[src/hdl/es2utc_pkg.sv]
// es2utc_pkg: types and constants shared by the epoch-seconds to UTC calendar block.
// No dependencies; compiled first.
package es2utc_pkg;

    // Reciprocals for division by constants: q = (x * C) >> S, exact over the value ranges used.
    localparam logic [31:0] C_DIV60_A   = 32'd2290649225;  // seconds / 60, shift 37
    localparam int          S_DIV60_A   = 37;
    localparam logic [25:0] C_DIV60_B   = 26'd35791395;    // minutes / 60, shift 31
    localparam int          S_DIV60_B   = 31;
    localparam logic [15:0] C_DIV3      = 16'd43691;       // (hours / 8) / 3, shift 17
    localparam int          S_DIV3      = 17;
    localparam logic [15:0] C_DIV1461   = 16'd45934;       // days / 1461, shift 26
    localparam int          S_DIV1461   = 26;
    localparam logic [15:0] C_DIV7      = 16'd37450;       // days / 7, shift 18
    localparam int          S_DIV7      = 18;

    localparam int DAY_W = 15;   // days since 1968-01-01 stay below 2^15

    localparam logic [14:0] DAYS_1968_TO_1970 = 15'd731;
    localparam logic [14:0] DAYS_4Y            = 15'd1461;
    localparam logic [7:0]  YEAR_1968          = 8'd68;
    localparam logic [8:0]  FEB29_YDAY         = 9'd59;
    // 1968 is leap; every year in range that is a multiple of four is leap (2000 included)
    localparam logic [10:0] END_Y0 = 11'd366;
    localparam logic [10:0] END_Y1 = 11'd731;
    localparam logic [10:0] END_Y2 = 11'd1096;

    typedef struct packed {
        logic [5:0] sec;
        logic [5:0] min;
        logic [4:0] hr;
    } t_hms;

    typedef struct packed {
        logic [DAY_W-1:0] days;   // days since 1968-01-01
        t_hms             hms;
    } t_day_word;

    typedef struct packed {
        t_hms       hms;
        logic [2:0] wday;
        logic [7:0] year;
        logic [8:0] yday;
        logic [3:0] mon;
        logic [4:0] mday;
    } t_cal;

    // first day of each month in a leap year
    function automatic logic [8:0] month_start(input logic [3:0] m);
        logic [8:0] d;
        unique case (m)
            4'd0:    d = 9'd0;
            4'd1:    d = 9'd31;
            4'd2:    d = 9'd60;
            4'd3:    d = 9'd91;
            4'd4:    d = 9'd121;
            4'd5:    d = 9'd152;
            4'd6:    d = 9'd182;
            4'd7:    d = 9'd213;
            4'd8:    d = 9'd244;
            4'd9:    d = 9'd274;
            4'd10:   d = 9'd305;
            4'd11:   d = 9'd335;
            default: d = 9'd0;
        endcase
        return d;
    endfunction

endpackage

[src/hdl/es2utc_if.sv]
// es2utc_if: valid/ready channels of the calendar block.
// Input channel carries epoch seconds, output channel carries the calendar fields.
interface es2utc_in_if;
    logic        valid;
    logic        ready;
    logic [30:0] epoch_seconds;

    modport source (output valid, output epoch_seconds, input ready);
    modport sink   (input valid, input epoch_seconds, output ready);
endinterface

interface es2utc_out_if;
    logic       valid;
    logic       ready;
    logic [5:0] second;
    logic [5:0] minute;
    logic [4:0] hour;
    logic [2:0] weekday;
    logic [7:0] years_since_1900;
    logic [8:0] day_of_year;
    logic [3:0] month_index;
    logic [4:0] day_of_month;

    modport source (output valid, output second, output minute, output hour,
                    output weekday, output years_since_1900, output day_of_year,
                    output month_index, output day_of_month, input ready);
    modport sink   (input valid, input second, input minute, input hour,
                    input weekday, input years_since_1900, input day_of_year,
                    input month_index, input day_of_month, output ready);
endinterface

[src/hdl/es2utc_date.sv]
// es2utc_date: five-stage pipeline from day count (since 1968-01-01) to weekday,
// year, day of year, month and day of month. Depends on es2utc_pkg.
module es2utc_date (
    input  logic                  i_clk,
    input  logic                  i_rst_n,
    input  logic                  i_valid,
    output logic                  o_ready,
    input  es2utc_pkg::t_day_word i_word,
    output logic                  o_valid,
    input  logic                  i_ready,
    output es2utc_pkg::t_cal      o_cal
);
    import es2utc_pkg::*;

    localparam int NSTG = 5;

    logic [NSTG-1:0] r_v;
    logic [NSTG-1:0] w_en;

    always_comb begin
        w_en[NSTG-1] = !r_v[NSTG-1] || i_ready;
        for (int k = NSTG - 2; k >= 0; k--) begin
            w_en[k] = !r_v[k] || w_en[k+1];
        end
    end

    always_ff @(posedge i_clk) begin
        if (!i_rst_n) begin
            r_v <= '0;
        end else begin
            if (w_en[0]) r_v[0] <= i_valid;
            for (int k = 1; k < NSTG; k++) begin
                if (w_en[k]) r_v[k] <= r_v[k-1];
            end
        end
    end

    // stage 1: 4-year cycle index and week count
    logic [DAY_W-1:0] w_dp2;
    logic [30:0]      w_p4;
    logic [30:0]      w_pw;
    logic [DAY_W-1:0] r1_days;
    logic [DAY_W-1:0] r1_dp2;
    logic [4:0]       r1_q4;
    logic [12:0]      r1_wq;
    t_hms             r1_hms;

    assign w_dp2 = i_word.days + DAY_W'(1);   // 1968-01-01 was a Monday
    assign w_p4  = 31'(i_word.days) * 31'(C_DIV1461);
    assign w_pw  = 31'(w_dp2) * 31'(C_DIV7);

    // stage 2: day within the 4-year cycle, weekday
    logic [DAY_W-1:0] w_base;
    logic [10:0]      r2_r;
    logic [4:0]       r2_q4;
    logic [2:0]       r2_wday;
    t_hms             r2_hms;

    assign w_base = 15'({10'd0, r1_q4}) * DAYS_4Y;

    // stage 3: year within the cycle and day of year
    logic       w_leap;
    logic [1:0] w_yoff;
    logic [8:0] w_yday;
    logic [7:0] r3_year;
    logic [8:0] r3_yday;
    logic       r3_leap;
    logic [2:0] r3_wday;
    t_hms       r3_hms;

    always_comb begin
        priority if (r2_r < END_Y0) begin
            w_leap = 1'b1;
            w_yoff = 2'd0;
            w_yday = r2_r[8:0];
        end else if (r2_r < END_Y1) begin
            w_leap = 1'b0;
            w_yoff = 2'd1;
            w_yday = 9'(r2_r - END_Y0);
        end else if (r2_r < END_Y2) begin
            w_leap = 1'b0;
            w_yoff = 2'd2;
            w_yday = 9'(r2_r - END_Y1);
        end else begin
            w_leap = 1'b0;
            w_yoff = 2'd3;
            w_yday = 9'(r2_r - END_Y2);
        end
    end

    // stage 4: month from leap-year table, common years skip Feb 29
    logic [8:0] w_adj;
    logic [3:0] w_mon;
    logic [8:0] r4_adj;
    logic [3:0] r4_mon;
    logic [7:0] r4_year;
    logic [8:0] r4_yday;
    logic [2:0] r4_wday;
    t_hms       r4_hms;

    assign w_adj = r3_yday + 9'((!r3_leap && r3_yday >= FEB29_YDAY) ? 1 : 0);

    always_comb begin
        w_mon = 4'd0;
        for (int m = 1; m < 12; m++) begin
            if (w_adj >= month_start(4'(m))) w_mon = 4'(m);
        end
    end

    // stage 5: output register
    t_cal r5_cal;

    always_ff @(posedge i_clk) begin
        if (w_en[0]) begin
            r1_days <= i_word.days;
            r1_dp2  <= w_dp2;
            r1_q4   <= w_p4[30:S_DIV1461];
            r1_wq   <= w_pw[30:S_DIV7];
            r1_hms  <= i_word.hms;
        end
        if (w_en[1]) begin
            r2_r    <= 11'(r1_days - w_base);
            r2_q4   <= r1_q4;
            r2_wday <= r1_dp2[2:0] + r1_wq[2:0];   // x - 7q == x + q mod 8
            r2_hms  <= r1_hms;
        end
        if (w_en[2]) begin
            r3_year <= YEAR_1968 + {1'b0, r2_q4, 2'b00} + {6'd0, w_yoff};
            r3_yday <= w_yday;
            r3_leap <= w_leap;
            r3_wday <= r2_wday;
            r3_hms  <= r2_hms;
        end
        if (w_en[3]) begin
            r4_adj  <= w_adj;
            r4_mon  <= w_mon;
            r4_year <= r3_year;
            r4_yday <= r3_yday;
            r4_wday <= r3_wday;
            r4_hms  <= r3_hms;
        end
        if (w_en[4]) begin
            r5_cal.hms  <= r4_hms;
            r5_cal.wday <= r4_wday;
            r5_cal.year <= r4_year;
            r5_cal.yday <= r4_yday;
            r5_cal.mon  <= r4_mon;
            r5_cal.mday <= 5'(r4_adj - month_start(r4_mon) + 9'd1);
        end
    end

    assign o_ready = w_en[0];
    assign o_valid = r_v[NSTG-1];
    assign o_cal   = r5_cal;

endmodule

[src/hdl/epoch_seconds_to_utc_calendar.sv]
// Epoch seconds to UTC calendar: top level, time-of-day stages and handoff to the date pipeline.
// Depends on es2utc_pkg, es2utc_if and es2utc_date.
//
// Usage:
//   i_in carries one word per conversion: epoch_seconds, 31-bit unsigned seconds
//   since 1970-01-01 00:00:00 UTC. o_out returns second, minute, hour, weekday
//   (0 = Sunday), years_since_1900, day_of_year (0 = Jan 1), month_index (0 = Jan)
//   and day_of_month (from 1). Words move when valid and ready are both high.
//   A word passes four stages of reciprocal-multiply division by 60, 60 and 24,
//   then five stages that split the day count into 4-year and 1-year cycles and
//   look up the month. One word enters per cycle while o_out is not stalled; the
//   31x32 reciprocal multiply in the first stage is the widest unit. Each stage
//   advances when it is empty or the next one advances, so a stall on o_out fills
//   bubbles first and then holds all words in place; i_in.ready drops only when
//   every stage is full. Synchronous reset clears the valid bits; no other state
//   is kept.
module epoch_seconds_to_utc_calendar (
    input  logic          i_clk,
    input  logic          i_rst_n,
    es2utc_in_if.sink     i_in,
    es2utc_out_if.source  o_out
);
    import es2utc_pkg::*;

    localparam int NSTG = 4;

    logic [NSTG-1:0] r_v;
    logic [NSTG-1:0] w_en;
    logic            w_date_ready;
    t_cal            w_cal;

    always_comb begin
        w_en[NSTG-1] = !r_v[NSTG-1] || w_date_ready;
        for (int k = NSTG - 2; k >= 0; k--) begin
            w_en[k] = !r_v[k] || w_en[k+1];
        end
    end

    always_ff @(posedge i_clk) begin
        if (!i_rst_n) begin
            r_v <= '0;
        end else begin
            if (w_en[0]) r_v[0] <= i_in.valid;
            for (int k = 1; k < NSTG; k++) begin
                if (w_en[k]) r_v[k] <= r_v[k-1];
            end
        end
    end

    // stage 1: total minutes
    logic [62:0] w_p1;
    logic [30:0] r1_x;
    logic [25:0] r1_q1;

    assign w_p1 = 63'(i_in.epoch_seconds) * 63'(C_DIV60_A);

    // stage 2: seconds, total hours
    logic [51:0] w_p2;
    logic [5:0]  r2_sec;
    logic [5:0]  r2_q1_lo;
    logic [19:0] r2_q2;

    assign w_p2 = 52'(r1_q1) * 52'(C_DIV60_B);

    // stage 3: minutes, total days
    logic [32:0]      w_p3;
    logic [5:0]       r3_sec;
    logic [5:0]       r3_min;
    logic [4:0]       r3_q2_lo;
    logic [DAY_W-1:0] r3_q3;

    assign w_p3 = 33'(r2_q2[19:3]) * 33'(C_DIV3);

    // stage 4: hours, day count rebased to 1968
    t_day_word r4_word;

    always_ff @(posedge i_clk) begin
        if (w_en[0]) begin
            r1_x  <= i_in.epoch_seconds;
            r1_q1 <= w_p1[62:S_DIV60_A];
        end
        // remainders taken mod 64 / mod 32: x - 60q == x + 4q (mod 64), x - 24q == x + 8q (mod 32)
        if (w_en[1]) begin
            r2_sec   <= r1_x[5:0] + {r1_q1[3:0], 2'b00};
            r2_q1_lo <= r1_q1[5:0];
            r2_q2    <= w_p2[50:S_DIV60_B];
        end
        if (w_en[2]) begin
            r3_sec   <= r2_sec;
            r3_min   <= r2_q1_lo + {r2_q2[3:0], 2'b00};
            r3_q2_lo <= r2_q2[4:0];
            r3_q3    <= w_p3[31:S_DIV3];
        end
        if (w_en[3]) begin
            r4_word.hms.sec <= r3_sec;
            r4_word.hms.min <= r3_min;
            r4_word.hms.hr  <= r3_q2_lo + {r3_q3[1:0], 3'b000};
            r4_word.days    <= r3_q3 + DAYS_1968_TO_1970;
        end
    end

    es2utc_date u_date (
        .i_clk   (i_clk),
        .i_rst_n (i_rst_n),
        .i_valid (r_v[NSTG-1]),
        .o_ready (w_date_ready),
        .i_word  (r4_word),
        .o_valid (o_out.valid),
        .i_ready (o_out.ready),
        .o_cal   (w_cal)
    );

    assign i_in.ready             = w_en[0];
    assign o_out.second           = w_cal.hms.sec;
    assign o_out.minute           = w_cal.hms.min;
    assign o_out.hour             = w_cal.hms.hr;
    assign o_out.weekday          = w_cal.wday;
    assign o_out.years_since_1900 = w_cal.year;
    assign o_out.day_of_year      = w_cal.yday;
    assign o_out.month_index      = w_cal.mon;
    assign o_out.day_of_month     = w_cal.mday;

endmodule

[src/flat_wrapper.sv]
// flat-port wrapper written by rule: the top's interface ports become plain ports
module epoch_seconds_to_utc_calendar_flat import es2utc_pkg::*;
  (i_clk, i_rst_n, i_in_valid, i_in_epoch_seconds, i_in_ready, o_out_valid, o_out_second, o_out_minute, o_out_hour, o_out_weekday, o_out_years_since_1900, o_out_day_of_year, o_out_month_index, o_out_day_of_month, o_out_ready);
  es2utc_in_if i_in_i ();
  es2utc_out_if o_out_i ();
  input  logic i_clk;
  input  logic i_rst_n;
  input wire logic [$bits(i_in_i.valid)-1:0] i_in_valid;
  input wire logic [$bits(i_in_i.epoch_seconds)-1:0] i_in_epoch_seconds;
  output wire logic [$bits(i_in_i.ready)-1:0] i_in_ready;
  output wire logic [$bits(o_out_i.valid)-1:0] o_out_valid;
  output wire logic [$bits(o_out_i.second)-1:0] o_out_second;
  output wire logic [$bits(o_out_i.minute)-1:0] o_out_minute;
  output wire logic [$bits(o_out_i.hour)-1:0] o_out_hour;
  output wire logic [$bits(o_out_i.weekday)-1:0] o_out_weekday;
  output wire logic [$bits(o_out_i.years_since_1900)-1:0] o_out_years_since_1900;
  output wire logic [$bits(o_out_i.day_of_year)-1:0] o_out_day_of_year;
  output wire logic [$bits(o_out_i.month_index)-1:0] o_out_month_index;
  output wire logic [$bits(o_out_i.day_of_month)-1:0] o_out_day_of_month;
  input wire logic [$bits(o_out_i.ready)-1:0] o_out_ready;
  assign i_in_i.valid = i_in_valid;
  assign i_in_i.epoch_seconds = i_in_epoch_seconds;
  assign i_in_ready = i_in_i.ready;
  assign o_out_valid = o_out_i.valid;
  assign o_out_second = o_out_i.second;
  assign o_out_minute = o_out_i.minute;
  assign o_out_hour = o_out_i.hour;
  assign o_out_weekday = o_out_i.weekday;
  assign o_out_years_since_1900 = o_out_i.years_since_1900;
  assign o_out_day_of_year = o_out_i.day_of_year;
  assign o_out_month_index = o_out_i.month_index;
  assign o_out_day_of_month = o_out_i.day_of_month;
  assign o_out_i.ready = o_out_ready;
  epoch_seconds_to_utc_calendar u_core (.i_clk(i_clk), .i_rst_n(i_rst_n), .i_in(i_in_i), .o_out(o_out_i));
endmodule
[config.mk]
export PLATFORM = sky130hd
export DESIGN_NAME = epoch_seconds_to_utc_calendar_flat
export DESIGN_NICKNAME = d
export VERILOG_FILES = /design/src/hdl/es2utc_pkg.sv /design/src/hdl/es2utc_if.sv /design/src/hdl/es2utc_date.sv /design/src/hdl/epoch_seconds_to_utc_calendar.sv /design/src/flat_wrapper.sv
export SDC_FILE = /design/constraint.sdc
export NUM_CORES = 2
export LEC_CHECK = 0
export BUFFER_PORTS_ARGS = -buffer_cell sky130_fd_sc_hd__buf_4
export CAP_MARGIN = 10
export CORE_UTILIZATION = 50
export DETAILED_ROUTE_END_ITERATION = 8
export PLACE_DENSITY = 0.73
export SLEW_MARGIN = 40
export SYNTH_ARGS = -nofsm -noshare
export SYNTH_HDL_FRONTEND = slang
export SYNTH_SLANG_ARGS = --single-unit
[constraint.sdc]
create_clock -name i_clk -period 9.3 [get_ports i_clk]
set_clock_uncertainty 0.15 [all_clocks]
set_input_delay 1.395 -clock i_clk [delete_from_list [all_inputs] [get_ports i_clk]]
set_output_delay 1.395 -clock i_clk [all_outputs]
set_load 0.05 [all_outputs]
* Yosys cells after proc, flatten, opt, wreduce, memory -nomap -nowiden
Memories as Yosys holds them, arrays and structs flattened.
Cells that the tools add are included.
W data, S select, Z words.
** Storage, ports and cells
- Bits in registers :: 342
- Memory bits (read-only) :: 144
- Input port bits :: 35
- Output and inout port bits :: 48
- Word-level logic and storage cells :: 138
- Memories :: 1
** Memories
- (name not given) :: depth 16, width 9, read ports 1, clocked after Yosys merged registers in 0, write ports 0, RTL line es2utc_pkg.sv:51 : unique case (m)
** Operators by class
- $add $sub $neg :: 15
- $mul :: 6
- $lt $le $gt $ge :: 15
- Mux-type cells :: 19
- Reduce and logical (&&, ||, !) cells :: 22
** Operators with widths (number)
- $mul A31 B32 Y63 const B :: 1
- $mul A26 B26 Y51 const B :: 1
- $ge A9 B8 Y1 const B :: 4
- $mul A17 B16 Y32 const B :: 1
- $mul A15 B15 Y30 const B :: 1
- $ge A9 B9 Y1 const B :: 3
- $mux W9 :: 3
- $mux W4 :: 6
- $mul A15 B15 Y20 const B :: 1
- $ge A9 B6 Y1 const B :: 2
- $ge A9 B7 Y1 const B :: 2
- $add A15 B1 Y15 const B :: 1
- $add A15 B10 Y15 const B :: 1
- $add A6 B6 Y6 :: 2
- $lt A11 B10 Y1 const B :: 1
- $lt A11 B11 Y1 const B :: 1
- $lt A11 B9 Y1 const B :: 1
- $mul A5 B11 Y11 const B :: 1
- $sub A11 B11 Y11 :: 1
- $logic_not A1 Y1 :: 10
- $add A9 B1 Y9 :: 1
- $ge A9 B5 Y1 const B :: 1
- $logic_or A1 B1 Y1 :: 9
- $sub A9 B7 Y9 const B :: 1
- other kinds (14) :: 21

* Logic depth before layout (Yosys ltp)
- Word-level depth :: 15
- Mapped depth :: 25
- Gate-level depth less buffers :: 25

* Cells and area by module
From an unflattened synthesis, not the netlist that was laid out.
** Second synthesis, totals
- Cell total of the unflattened synthesis :: 3497
- Area, all modules :: 39178.8 µm²
** Modules (own cells, without submodules)
- epoch_seconds_to_utc_calendar :: times used 1, cells each 2246, area an instance 23704.0 µm², sequential area each 3923.8 µm²
- es2utc_date :: times used 1, cells each 1251, area an instance 15474.8 µm², sequential area each 6256.0 µm²

* Least setup slack after synthesis
OpenSTA, ideal clock, no wires.
- Path kind :: input port to flip-flop
- Start :: in i_in_epoch_seconds[26]
- End :: reg u_core.r1_q1[21] (data pin)
- Setup time :: 268 ps
- Arrival :: 6798 ps
- Required time :: 8882 ps
- Setup slack :: 2084 ps
- Cell stages on the path :: 21
- Path buffers :: 0
- Cells stage by stage :: ha_1 -> fa_1 -> ha_1 -> fa_1 -> fa_1 -> inv_1 -> fa_1 -> inv_1 -> ha_1 -> ha_1 -> a21o_1 -> a21o_1 -> a2111oi_0 -> o22ai_1 -> nor2_1 -> a22oi_1 -> a311oi_1 -> nor2_1 -> a21o_1 -> a211oi_1 -> nor3_1
** On the way
- Longest elaborated chain between the ends :: 1
** Ends and longest elaborated chain
- from (decl) :: RTL line flat_wrapper.sv:9 : input wire logic [$bits(i_in_i.epoch_seconds)-1:0] i_in_epoch_seconds;
- $mul A31 B32 Y63 :: RTL line epoch_seconds_to_utc_calendar.sv:55 : assign w_p1 = 63'(i_in.epoch_seconds) * 63'(C_DIV60_A);
- named net u_core.w_p1[58] :: RTL line epoch_seconds_to_utc_calendar.sv:51 : logic [62:0] w_p1;
- to (signal assigned) :: RTL line epoch_seconds_to_utc_calendar.sv:80 : r1_q1 <= w_p1[62:S_DIV60_A];
- to (decl) :: RTL line epoch_seconds_to_utc_calendar.sv:53 : logic [25:0] r1_q1;
The timed path passes the listed nets, and every way through them passes these cells.
A chain may end at the register's enable or synchronous reset.

* Final worst setup path
- Start :: in i_in_epoch_seconds[8]
- End :: reg u_core.r1_q1[25] (data pin)
Same word-level chain as after synthesis.

==> summary.md <==
| Metric | Value |
|---|---|
| Hold Buf Count CTS | 0 |
| Initial antenna violation count | 3 |
| Syn_nets | between 4000 and 5000 |
| Area leader, netlist | ha_1 |
| Number of buffers created by CTS | 39 |
| RSZ-0062 raised after global routing | no |
| Core area | 76080 um2 |
| CP bufs+invs | 5 |
| Number of max-cap violations | 0 |
| Synthesized area | 38570 um2 |
| Post CTS Setup Buffer Count | 0 |
| Vias per cell | 5.133 |
| Initial core utilization | 50.70% |
| Synth-to-layout area growth | 8.289% |
| Insertion delay of the later-clocked pin in the worst-skew pair | around 0.57 ns |
| CP max FO | 5 |
| CP max-delay cell | fa_1 |
| Area contributors post-synth | ha_1 (28%), edfxtp_1 (26%), fa_1 (23%) |
| Port Buf Inserts | a little over 80 |
| Via count | 23470 |
| First-pass GRT wire length | 123200 um |
| Largest net degree at the start of global routing | 47 |
| Syn avg cell area | about 11 um2 |
| Worst Path Arrival | 7.77 ns |
| Seq/Total Area, Yosys | 26.39% |
| Diodes inserted | 0 |
| Worst-path clk slew | 0.05 ns |
| FF+latch count, synth | 342 |
| CTS tree | done |
| Clock sinks | 342 |
| Final Max Slew Viols | 0 |
| Die ar. | slightly below 80000 um2 |
| DRC errors left | 0 |
| Ys flop type | edfxtp_1 |
| Ys Warns | 0 |
| IO Count | 83 |
| CTS H-tree lvls | 2 |
| Worst rel slew slack | 47.52% |
| Async SR Flop Fraction | 0% |
| Detailed Route Iter0 Violations | 1097 |
| DR WL/cell | 16.28 um |
| Global route total overflow | 0 |
| Detailed-placement wirelength estimate | 63880 um |
| Drt first pass iters | 5 |
| Nets@finish | roughly 4800 |
| CP Launch Type | input port |
| Routed WL | between 70000 and 80000 um |
| # setup viols final | 0 |
| Final Hold Viols | 0 |
| Final period util | 82.05% |
| Count of different cell masters after synthesis | 66 |
| Fmax | between 100 and 150 MHz |
| Worst slew pin tran | between 0.7 and 0.8 ns |
| CTS max path bufs | 3 |
| Post-Syn Instances | roughly 3400 |
| Post-Route Setup TNS | 0 ns |
| HP Class | register to register |
| Die Width | 279.7 um |
| PostCTS Resize Cnt | 0 |
| Routed Antenna Nets | 0 |
| Placer Congestion | 0.9110 |
| Overall global routing resource usage | 19.89% |
| Min Clock Period, post-route | 7.631 ns |
| Root Buffer | clkbuf_16 |
| Post-Route Utilization | a little over half |
| Post-synth EDFFs | roughly 330 |
| Fin area | 41770 um2 |
| Die Ht | 279.7 um |
| Layout cells sized above 1 | under 10% |
| Worst path required time | 9.44 ns |
| Top delay family on crit path | adder cells |
| Post-synth top area share | 27.51% |
| Placed cell areas | between 40000 and 50000 um2 |
| Commonest cells post-synth | inv_1 (895), ha_1 (848), fa_1 (451), edfxtp_1 (333), a21oi_1 (119) |
| CP max stage delay | 0.63 ns |
| Cell with the most instances after synthesis | inv_1 |
| Rows | 101 |
| CP cell instances | buf_4 -> ha_1 -> ha_1 -> inv_1 -> fa_1 -> inv_1 -> fa_1 -> inv_1 -> fa_1 -> inv_1 -> fa_1 -> ha_1 -> ha_1 -> nand3_1 -> nor4_1 -> a22oi_1 -> a211oi_1 -> nor2_1 -> a22oi_1 -> a311oi_1 -> nor3_1 -> nor2_1 -> o21ai_1 -> xor2_1 |
| Status | completed |
| CP endpoint kind | register |
| Vias in the first global route | ~24000 |
| Crit path kind | input port to register |
-- layer usage --
layer  vias up  part of all wire [%]  wire length, um  global-route usage [%]
met1     11450                    45            33800                   27.10
li1      11460                     -                -                       -
met2       464                    47            35110                   33.17
met3        96                   5.4             4009                   3.486
met5         -                     0                0                       0
met4         0                   2.1             1537                   4.288
-- path summary, 6_finish.rpt --
check | startpoint | end | slack (ns) | cells after the start
worst max-delay path | i_in_epoch_seconds[8] | u_core.r1_q1[25] | 1.67 | 24
worst min-delay path | u_core.u_date.r1_hms[3] | u_core.u_date.r2_hms[3] | 0.26 | 0
worst max register to register | u_core.r1_q1[5] | u_core.r2_q2[19] | 1.76 | 22
worst min register to register | u_core.u_date.r1_hms[3] | u_core.u_date.r2_hms[3] | 0.26 | 0
-- stage by stage --
stage                     instances  worst slack [ns]  hold WS, ns
after floorplan                3393             2.084       0.2503
after global placement         4503             1.253       0.2501
after detailed placement       4503             1.134       0.2545
after CTS                      4573             1.706       0.2579
after global routing           4573             1.349       0.2577
final                          4573             1.669       0.2601
-- placed cells by master, fill, tap and decap left out, types with 32 or more instances in the layout --
cell type,instances
a21oi_1,119
nand4_1,32
nor2_1,91
inv_1,894
xor2_1,37
ha_1,848
edfxtp_1,333
buf_4,88
o21ai_0,67
nand2_1,66
clkbuf_16,39
fa_1,451
a21o_1,70
xnor2_1,109
-- sequential cells by signal, indices dropped and copies added (netlist names), 11 cells and up --
signal,cells
u_core.r2_q2,20
u_core.r4_word,32
u_core.u_date.r3_hms,17
u_core.r1_q1,26
u_core.r3_q3,15
u_core.u_date.r4_hms,17
u_core.u_date.r2_r,11
u_core.u_date.r1_days,11
u_core.u_date.r1_hms,17
u_core.u_date.o_cal,46
u_core.u_date.r2_hms,17
-- logic make-up (layout without fill, tap and decap cells) --
group                      after synthesis  count (layout)  synth area share [%]
muxes                                    1               1               0.02920
DFF                                    342             342                 26.39
buffers and inverters                  903            1053                 8.788
adders and majority gates             1299            1299                 50.92
and+or+nand+nor                        320             320                 4.052
AOI/OAI and AO/OA                      381             381                 6.443
xor gates and xnor gates               147             147                 3.374
-- layout make-up --
class,count,area [um2]
Timing Repair Buffer,88,660.6
Fill cell,6419,34310
Clock inverter,21,234.0
Multi-Input combinational cell,2148,25030
Inverter,895,3362
Clock buffer,49,1013
Tap cell,1030,1289
Sequential cell,342,10180
Power is not shown: default switching activity piles up to over one toggle a cycle in this logic, so the estimate is an artifact.
